<file path="src/hdl/rgbhsv_pkg.sv">
// shared widths and constants for the rgb to hsv converter
`default_nettype none

package rgbhsv_pkg;

   localparam int CHAN_W        = 8;
   localparam int HUE_W         = 15;
   localparam int DIV_QUOT_W    = 15;
   localparam int HUE_FULL_TURN = 23040;

   typedef enum logic [1:0] {
      SECTOR_RED,
      SECTOR_GREEN,
      SECTOR_BLUE
   } sector_type;

endpackage

`default_nettype wire

</file>
<file path="src/hdl/rgbhsv_req_if.sv">
// request and response channel interfaces
`default_nettype none

interface rgbhsv_req_if;
   logic                            valid;
   logic                            ready;
   logic [rgbhsv_pkg::CHAN_W-1:0]   red;
   logic [rgbhsv_pkg::CHAN_W-1:0]   green;
   logic [rgbhsv_pkg::CHAN_W-1:0]   blue;

   modport source (output valid, output red, output green, output blue, input ready);
   modport sink (input valid, input red, input green, input blue, output ready);
endinterface

interface rgbhsv_rsp_if;
   logic                            valid;
   logic                            ready;
   logic [rgbhsv_pkg::HUE_W-1:0]    hue;
   logic [rgbhsv_pkg::CHAN_W-1:0]   saturation;
   logic [rgbhsv_pkg::CHAN_W-1:0]   value;

   modport source (output valid, output hue, output saturation, output value, input ready);
   modport sink (input valid, input hue, input saturation, input value, output ready);
endinterface

`default_nettype wire

</file>
<file path="src/hdl/rgbhsv_div.sv">
// pipelined restoring divider, one quotient bit per register stage
`default_nettype none

module rgbhsv_div #(
   parameter int DIVISOR_W = rgbhsv_pkg::CHAN_W,
   parameter int QUOT_W    = rgbhsv_pkg::DIV_QUOT_W,
   parameter int SIDE_W    = 1
) (
   input  wire logic                          clock,
   input  wire logic                          reset,
   input  wire logic                          advance,
   input  wire logic                          in_valid,
   input  wire logic [DIVISOR_W+QUOT_W-1:0]   in_dividend,
   input  wire logic [DIVISOR_W-1:0]          in_divisor,
   input  wire logic [SIDE_W-1:0]             in_side,
   output logic                               out_valid,
   output logic [QUOT_W-1:0]                  out_quotient,
   output logic [SIDE_W-1:0]                  out_side
);

   logic                 valid_ff   [QUOT_W];
   logic [DIVISOR_W-1:0] rem_ff     [QUOT_W];
   logic [QUOT_W-1:0]    work_ff    [QUOT_W];
   logic [DIVISOR_W-1:0] divisor_ff [QUOT_W];
   logic [SIDE_W-1:0]    side_ff    [QUOT_W];

   for (genvar k = 0; k < QUOT_W; k++) begin : g_stage
      logic                 st_valid;
      logic [DIVISOR_W-1:0] st_rem;
      logic [QUOT_W-1:0]    st_work;
      logic [DIVISOR_W-1:0] st_divisor;
      logic [SIDE_W-1:0]    st_side;
      logic [DIVISOR_W:0]   trial;
      logic [DIVISOR_W:0]   diff;
      logic                 ge;

      if (k == 0) begin : g_first
         // high part of the dividend is already below the divisor
         assign st_valid   = in_valid;
         assign st_rem     = in_dividend[DIVISOR_W+QUOT_W-1:QUOT_W];
         assign st_work    = in_dividend[QUOT_W-1:0];
         assign st_divisor = in_divisor;
         assign st_side    = in_side;
      end else begin : g_next
         assign st_valid   = valid_ff[k-1];
         assign st_rem     = rem_ff[k-1];
         assign st_work    = work_ff[k-1];
         assign st_divisor = divisor_ff[k-1];
         assign st_side    = side_ff[k-1];
      end

      assign trial = {st_rem, st_work[QUOT_W-1]};
      assign diff  = trial - {1'b0, st_divisor};
      assign ge    = (trial >= {1'b0, st_divisor});

      always_ff @(posedge clock) begin
         if (reset) begin
            valid_ff[k] <= 1'b0;
         end else if (advance) begin
            valid_ff[k] <= st_valid;
         end
      end

      // quotient bits shift in from the bottom as dividend bits leave the top
      always_ff @(posedge clock) begin
         if (advance) begin
            rem_ff[k]     <= ge ? diff[DIVISOR_W-1:0] : trial[DIVISOR_W-1:0];
            work_ff[k]    <= {st_work[QUOT_W-2:0], ge};
            divisor_ff[k] <= st_divisor;
            side_ff[k]    <= st_side;
         end
      end
   end

   assign out_valid    = valid_ff[QUOT_W-1];
   assign out_quotient = work_ff[QUOT_W-1];
   assign out_side     = side_ff[QUOT_W-1];

endmodule

`default_nettype wire

</file>
<file path="src/hdl/rgb_to_hsv_converter.sv">
// rgb to hsv converter top level
`default_nettype none

// Converts one 8-bit RGB pixel per clock into hue (degrees times 64), saturation
// (255 means 1.0) and value. From request to response a pixel passes through three
// front stages that find max, min, delta and the hue numerator, fifteen stages of
// a restoring divider that produce one quotient bit each for hue and saturation
// side by side, and one output register that applies the wrap of negative hue and
// the grey case. A new request is taken every cycle; when the response is held the
// whole pipeline holds with it.

module rgb_to_hsv_converter (
   input  wire logic         clock,
   input  wire logic         reset,
   rgbhsv_req_if.sink        req_bus,
   rgbhsv_rsp_if.source      rsp_bus
);

   localparam int CW = rgbhsv_pkg::CHAN_W;
   localparam int QW = rgbhsv_pkg::DIV_QUOT_W;
   localparam int DW = CW + QW;
   localparam int NW = CW + 3;

   logic advance;

   // stage a: max, min and winning channel
   logic                   a_valid_ff;
   logic [CW-1:0]          a_red_ff, a_green_ff, a_blue_ff;
   logic [CW-1:0]          a_max_ff, a_min_ff;
   rgbhsv_pkg::sector_type a_sector_ff;
   logic [CW-1:0]          a_max_in, a_min_in, rg_max, rg_min;
   rgbhsv_pkg::sector_type a_sector_in;

   // stage b: delta and channel difference
   logic                   b_valid_ff;
   logic [CW-1:0]          b_value_ff, b_delta_ff;
   logic signed [CW:0]     b_diff_ff;
   rgbhsv_pkg::sector_type b_sector_ff;
   logic signed [CW:0]     b_diff_in;

   // stage c: hue numerator magnitude and sign
   logic                   c_valid_ff;
   logic [CW-1:0]          c_value_ff, c_delta_ff;
   logic                   c_grey_ff;
   logic [NW-1:0]          c_mag_ff;
   logic                   c_neg_ff;
   logic [NW:0]            offset;
   logic signed [NW:0]     num;
   logic [NW:0]            num_abs;

   logic [DW-1:0]          hue_dividend, sat_dividend;

   logic                   sat_valid, hue_valid;
   logic [QW-1:0]          sat_quot, hue_quot;
   logic [CW:0]            sat_side;
   logic                   hue_side;

   logic                              rsp_valid_ff;
   logic [rgbhsv_pkg::HUE_W-1:0]      rsp_hue_ff, rsp_hue_in;
   logic [CW-1:0]                     rsp_sat_ff, rsp_value_ff;

   assign advance       = !rsp_valid_ff || rsp_bus.ready;
   assign req_bus.ready = advance;

   // stage a
   always_comb begin
      rg_max   = (req_bus.red >= req_bus.green) ? req_bus.red : req_bus.green;
      rg_min   = (req_bus.red <= req_bus.green) ? req_bus.red : req_bus.green;
      a_max_in = (rg_max >= req_bus.blue) ? rg_max : req_bus.blue;
      a_min_in = (rg_min <= req_bus.blue) ? rg_min : req_bus.blue;
      // ties go to red, then green
      if (req_bus.red >= req_bus.green && req_bus.red >= req_bus.blue) begin
         a_sector_in = rgbhsv_pkg::SECTOR_RED;
      end else if (req_bus.green >= req_bus.blue) begin
         a_sector_in = rgbhsv_pkg::SECTOR_GREEN;
      end else begin
         a_sector_in = rgbhsv_pkg::SECTOR_BLUE;
      end
   end

   always_ff @(posedge clock) begin
      if (reset) begin
         a_valid_ff <= 1'b0;
      end else if (advance) begin
         a_valid_ff <= req_bus.valid;
      end
   end

   always_ff @(posedge clock) begin
      if (advance) begin
         a_red_ff    <= req_bus.red;
         a_green_ff  <= req_bus.green;
         a_blue_ff   <= req_bus.blue;
         a_max_ff    <= a_max_in;
         a_min_ff    <= a_min_in;
         a_sector_ff <= a_sector_in;
      end
   end

   // stage b
   always_comb begin
      case (a_sector_ff)
         rgbhsv_pkg::SECTOR_RED:   b_diff_in = $signed({1'b0, a_green_ff}) -
                                               $signed({1'b0, a_blue_ff});
         rgbhsv_pkg::SECTOR_GREEN: b_diff_in = $signed({1'b0, a_blue_ff}) -
                                               $signed({1'b0, a_red_ff});
         default:                  b_diff_in = $signed({1'b0, a_red_ff}) -
                                               $signed({1'b0, a_green_ff});
      endcase
   end

   always_ff @(posedge clock) begin
      if (reset) begin
         b_valid_ff <= 1'b0;
      end else if (advance) begin
         b_valid_ff <= a_valid_ff;
      end
   end

   always_ff @(posedge clock) begin
      if (advance) begin
         b_value_ff  <= a_max_ff;
         b_delta_ff  <= a_max_ff - a_min_ff;
         b_diff_ff   <= b_diff_in;
         b_sector_ff <= a_sector_ff;
      end
   end

   // stage c: sector offset times delta plus difference
   always_comb begin
      case (b_sector_ff)
         rgbhsv_pkg::SECTOR_RED:   offset = '0;
         rgbhsv_pkg::SECTOR_GREEN: offset = {3'b000, b_delta_ff, 1'b0};
         default:                  offset = {2'b00, b_delta_ff, 2'b00};
      endcase
      num     = $signed(offset) + $signed({{(NW-CW){b_diff_ff[CW]}}, b_diff_ff});
      num_abs = num[NW] ? (~num + 1'b1) : num;
   end

   always_ff @(posedge clock) begin
      if (reset) begin
         c_valid_ff <= 1'b0;
      end else if (advance) begin
         c_valid_ff <= b_valid_ff;
      end
   end

   always_ff @(posedge clock) begin
      if (advance) begin
         c_value_ff <= b_value_ff;
         c_delta_ff <= b_delta_ff;
         c_grey_ff  <= (b_delta_ff == '0);
         c_mag_ff   <= num_abs[NW-1:0];
         c_neg_ff   <= num[NW];
      end
   end

   // 3840 * magnitude and 255 * delta as shift and subtract
   assign hue_dividend = {c_mag_ff, 12'd0} - {4'd0, c_mag_ff, 8'd0};
   assign sat_dividend = {{(QW-CW){1'b0}}, c_delta_ff, 8'd0} - {{QW{1'b0}}, c_delta_ff};

   rgbhsv_div #(
      .DIVISOR_W (CW),
      .QUOT_W    (QW),
      .SIDE_W    (CW + 1)
   ) u_sat_div (
      .clock        (clock),
      .reset        (reset),
      .advance      (advance),
      .in_valid     (c_valid_ff),
      .in_dividend  (sat_dividend),
      .in_divisor   (c_value_ff),
      .in_side      ({c_grey_ff, c_value_ff}),
      .out_valid    (sat_valid),
      .out_quotient (sat_quot),
      .out_side     (sat_side)
   );

   rgbhsv_div #(
      .DIVISOR_W (CW),
      .QUOT_W    (QW),
      .SIDE_W    (1)
   ) u_hue_div (
      .clock        (clock),
      .reset        (reset),
      .advance      (advance),
      .in_valid     (c_valid_ff),
      .in_dividend  (hue_dividend),
      .in_divisor   (c_delta_ff),
      .in_side      (c_neg_ff),
      .out_valid    (hue_valid),
      .out_quotient (hue_quot),
      .out_side     (hue_side)
   );

   // grey pixels give zero hue, negative hue wraps by a full turn, a zero quotient stays zero
   always_comb begin
      if (sat_side[CW]) begin
         rsp_hue_in = '0;
      end else if (hue_side && hue_quot != '0) begin
         rsp_hue_in = rgbhsv_pkg::HUE_W'(rgbhsv_pkg::HUE_FULL_TURN) - hue_quot;
      end else begin
         rsp_hue_in = hue_quot;
      end
   end

   always_ff @(posedge clock) begin
      if (reset) begin
         rsp_valid_ff <= 1'b0;
      end else if (advance) begin
         rsp_valid_ff <= sat_valid && hue_valid;
      end
   end

   always_ff @(posedge clock) begin
      if (advance) begin
         rsp_hue_ff   <= rsp_hue_in;
         rsp_sat_ff   <= sat_side[CW] ? '0 : sat_quot[CW-1:0];
         rsp_value_ff <= sat_side[CW-1:0];
      end
   end

   assign rsp_bus.valid      = rsp_valid_ff;
   assign rsp_bus.hue        = rsp_hue_ff;
   assign rsp_bus.saturation = rsp_sat_ff;
   assign rsp_bus.value      = rsp_value_ff;

endmodule

`default_nettype wire

</file>
<file path="src/flat_wrapper.sv">
// flat-port wrapper written by rule: the top's interface ports become plain ports
module rgb_to_hsv_converter_flat 
  (clock, reset, req_bus_valid, req_bus_red, req_bus_green, req_bus_blue, req_bus_ready, rsp_bus_valid, rsp_bus_hue, rsp_bus_saturation, rsp_bus_value, rsp_bus_ready);
  rgbhsv_req_if req_bus_i ();
  rgbhsv_rsp_if rsp_bus_i ();
  input  wire logic clock;
  input  wire logic reset;
  input wire logic [$bits(req_bus_i.valid)-1:0] req_bus_valid;
  input wire logic [$bits(req_bus_i.red)-1:0] req_bus_red;
  input wire logic [$bits(req_bus_i.green)-1:0] req_bus_green;
  input wire logic [$bits(req_bus_i.blue)-1:0] req_bus_blue;
  output wire logic [$bits(req_bus_i.ready)-1:0] req_bus_ready;
  output wire logic [$bits(rsp_bus_i.valid)-1:0] rsp_bus_valid;
  output wire logic [$bits(rsp_bus_i.hue)-1:0] rsp_bus_hue;
  output wire logic [$bits(rsp_bus_i.saturation)-1:0] rsp_bus_saturation;
  output wire logic [$bits(rsp_bus_i.value)-1:0] rsp_bus_value;
  input wire logic [$bits(rsp_bus_i.ready)-1:0] rsp_bus_ready;
  assign req_bus_i.valid = req_bus_valid;
  assign req_bus_i.red = req_bus_red;
  assign req_bus_i.green = req_bus_green;
  assign req_bus_i.blue = req_bus_blue;
  assign req_bus_ready = req_bus_i.ready;
  assign rsp_bus_valid = rsp_bus_i.valid;
  assign rsp_bus_hue = rsp_bus_i.hue;
  assign rsp_bus_saturation = rsp_bus_i.saturation;
  assign rsp_bus_value = rsp_bus_i.value;
  assign rsp_bus_i.ready = rsp_bus_ready;
  rgb_to_hsv_converter u_core (.clock(clock), .reset(reset), .req_bus(req_bus_i), .rsp_bus(rsp_bus_i));
endmodule
</file>
<file path="config.mk">
export PLATFORM = sky130hd
export DESIGN_NAME = rgb_to_hsv_converter_flat
export DESIGN_NICKNAME = d
export VERILOG_FILES = /design/src/hdl/rgbhsv_pkg.sv /design/src/hdl/rgbhsv_req_if.sv /design/src/hdl/rgbhsv_div.sv /design/src/hdl/rgb_to_hsv_converter.sv /design/src/flat_wrapper.sv
export SDC_FILE = /design/constraint.sdc
export NUM_CORES = 2
export LEC_CHECK = 0
export BUFFER_PORTS_ARGS = -buffer_cell sky130_fd_sc_hd__buf_4
export CELL_PAD_IN_SITES_DETAIL_PLACEMENT = 1
export CELL_PAD_IN_SITES_GLOBAL_PLACEMENT = 1
export CORE_MARGIN = 3
export CORE_UTILIZATION = 45
export DETAILED_ROUTE_END_ITERATION = 10
export PLACE_DENSITY_LB_ADDON = 0.05
export SYNTH_ARGS = -nofsm -noshare
export SYNTH_HDL_FRONTEND = slang
export SYNTH_SLANG_ARGS = --single-unit
</file>
<file path="constraint.sdc">
create_clock -name clock -period 53.9 [get_ports clock]
set_clock_uncertainty 0.1 [all_clocks]
set_input_delay 8.085 -clock clock [delete_from_list [all_inputs] [get_ports clock]]
set_output_delay 8.085 -clock clock [all_outputs]
set_load 0.01 [all_outputs]
</file>
==> flow_summary.toml <==
[drt]
final_antenna_net_count = 0
post_drt_wl_per_cell_um = 17.5
vias = 24853
route.detailed.drc = 0
wl_um = 83900
drt_iter0_drc = 1262
dr.pass1.iters = 5
via_per_inst = 5.19

[layout]
final_cell_mix = "edfxtp_1 (898), inv_1 (416), ha_1 (333)"
regArea_um2 = 27000
nets = 3820
layout_commonest_cell = "edfxtp_1"
fill_cells = 9642
area_growth_pct = 12.6
diodes = 0
multi_input_area_um2 = 15300
drive_above_1_share = 0.117
fin_area_um2 = 49500

[setup_path]
worstPathRequired_ps = 45720
crit_top_cell = "buf_4"
crit_slowest_cell = "nor2b_1"
path_class = "in -> out"
path_cells = "buf_4 > nor2b_1 > inv_8 > buf_4"
crit_family = "buffers and inverters"
critPathMaxFanout = 95
critPathMaxStageDelay_ps = 670
crit_arrival_ps = 9600
startpoint_type = "input port"
crit_buf_inv = 3
setup.worst_path.end_class = "output pin"

[global_route]
grtUsageMet3 = 0.0275
grt_max_degree = 210
grt_pass1_vias = 27357
grt_pass1_wl_um = 139000
met1_usage = 0.199
antenna_found_initial = 1
gr-max-usage-layer = "met2"
grt.total_usage = 0.167
grt-ovfl-total = 0
grt_util_met2 = 0.309

[timing]
worst_pin_slew_ps = 1140
slew-limit-headroom = 0.235
clock.fmax_ghz = 0.0562
rsz0062_at_grt = "no"
min_period_ps = 17790
fin_crit_sh = 0.330
setup_viol = 0
fin_ws_ps = 36110
setup_tns_ps = 0
slew_viol_final = 0
hold_viol_final = 0

[clock_tree]
postCtsSetupRepairBufs = 0
cts_hold_buf = 0
clk_pin_slew_ps = 60
cts_resized = 0
cts_tree = "done"
htreeDepth = 3
cts-buffers-inserted = 100
clockRootBuffer = "clkbuf_16"
clockBufferDepth = 3
clock-sinks = 902
insertion_delay_ps = 680

[placed_design]
dp_hpwl_um = 61100
placed_area_um2 = 46000
pre_cts_slack_ps = 36040
io_buffers = 60
place_congestion = 0.837

[power_and_ir_drop]
powerDensity_nw_per_um2 = 71.0
ir_drop_mv = 0.0286
p_leak_nw = 20.3

[die]
placementRows = 114
die_h_um = 319
core_area_um2 = 96900
pin_count = 61
initial_utilization = 0.454
dieWidth_um = 319
die_area_um2 = 102000

[yosys]
yosysSeqAreaShare = 0.615
synth-edff-count = 898
synth_fp_nets = 3674
synth_async_sr_flop_share = 0
synth_area_um2 = 44000
ys_warn_count = 0
synthCells = 3280
syn_area_per_cell_um2 = 13.4
yosysUniqueCellTypes = 73
ys_ff_latch = 902
synth_ff_type = "edfxtp_1"

[run_status]
outcome = "finished, final reports clean"

[flow_run]
maxCapViolations = 0

[worst_hold_path]
worstHoldPathType = "reg -> reg"
-- metrics by stage --
| stage | hold WS [ps] | util | cells | power [W] |
|---|---|---|---|---|
| 3_5_place_dp | 305 | 0.475 | 4600 | 0.00283 |
| 3_3_place_gp | 301 | 0.475 | 4600 | 0.00275 |
| 5_1_grt | 300 | 0.511 | 4788 | 0.00380 |
| 4_1_cts | 288 | 0.511 | 4788 | 0.00357 |
| 6_report | 299 | 0.511 | 4788 | 0.00352 |
| 2_1_floorplan | 300 | - | 3280 | 0.00243 |
-- state kept, by name (all words and copies together) (netlist names), 11 cells and up --
signal,count
u_core.u_hue_div.side_ff,15
u_core.u_hue_div.rem_ff,112
u_core.u_hue_div.divisor_ff,110
u_core.rsp_bus.hue,15
u_core.u_hue_div.work_ff,141
u_core.u_sat_div.work_ff,129
u_core.u_sat_div.valid_ff,14
u_core.u_sat_div.side_ff,135
u_core.u_sat_div.rem_ff,112
u_core.c_mag_ff,11
-- per-layer routing --
layer / part of all wire / vias to the layer above
li1: - / 12220
met1: 0.42 / 12212
met2: 0.52 / 271
met3: 0.028 / 150
met4: 0.029 / 0
met5: 0 / -
-- power breakdown --
| group | internal, W | switching, W | total [W] |
|---|---|---|---|
| sequential | 0.00121 | 0.000160 | 0.00137 |
| clock | 0.000424 | 0.000283 | 0.000707 |
| combinational | 0.000678 | 0.000766 | 0.00144 |
-- worst paths after layout --
kind / start / endpoint / slack [ps] / cells past startpoint
setup / recovery: rsp_bus_ready / req_bus_ready / 36110 / 4
setup reg to reg: u_core.c_mag_ff[1] / u_core.u_hue_div.rem_ff[0][0] / 49330 / 14
hold reg to reg: u_core.u_hue_div.work_ff[0][41] / u_core.u_hue_div.work_ff[0][57] / 300 / 0
hold / removal: u_core.u_hue_div.work_ff[0][41] / u_core.u_hue_div.work_ff[0][57] / 300 / 0
-- cell usage after synthesis, types with 6 or more instances --
master / instances / share of area
o21bai_1: 9 / 0.0015
nand3_1: 33 / 0.0038
nor2_1: 202 / 0.017
nand4_1: 35 / 0.0050
mux2i_1: 57 / 0.013
xor2_1: 33 / 0.0066
xnor2_1: 157 / 0.031
edfxtp_1: 898 / 0.61
clkbuf_1: 23 / 0.0020
nand2b_1: 51 / 0.0073
ha_1: 333 / 0.095
nor4_1: 15 / 0.0021
o21a_1: 48 / 0.0082
nand2_1: 104 / 0.0089
o22ai_1: 10 / 0.0014
nor3_1: 43 / 0.0049
or4_1: 6 / 0.0010
and2_1: 20 / 0.0028
o31ai_1: 10 / 0.0017
mux2_2: 148 / 0.038
a211oi_1: 31 / 0.0053
or3_1: 16 / 0.0023
nor2b_1: 62 / 0.0088
a21oi_1: 155 / 0.018
inv_1: 417 / 0.036
a21o_1: 39 / 0.0067
fa_1: 33 / 0.015
a31oi_1: 7 / 0.0010
o21ai_0: 176 / 0.020
a21boi_0: 8 / 0.0014
or2_2: 16 / 0.0023
-- area by class of cell --
type,instances,area share
clock inverter,76,0.0186
tap,1276,0.0323
multi-input combinational,1937,0.309
timing repair buffer,68,0.0108
clock buffer,112,0.0515
sequential,902,0.546
inverter,417,0.0318
-- kinds of logic after synthesis --
family / share of synthesized area
AND/OR/NAND/NOR: 0.0691
adder cells (fa/ha/maj): 0.110
buffers and inverters: 0.0377
flip-flops: 0.615
AO/OA/AOI/OAI: 0.0797
multiplexers: 0.0509
XOR/XNOR: 0.0378
Note: power is estimated with default switching activity, not from simulation.
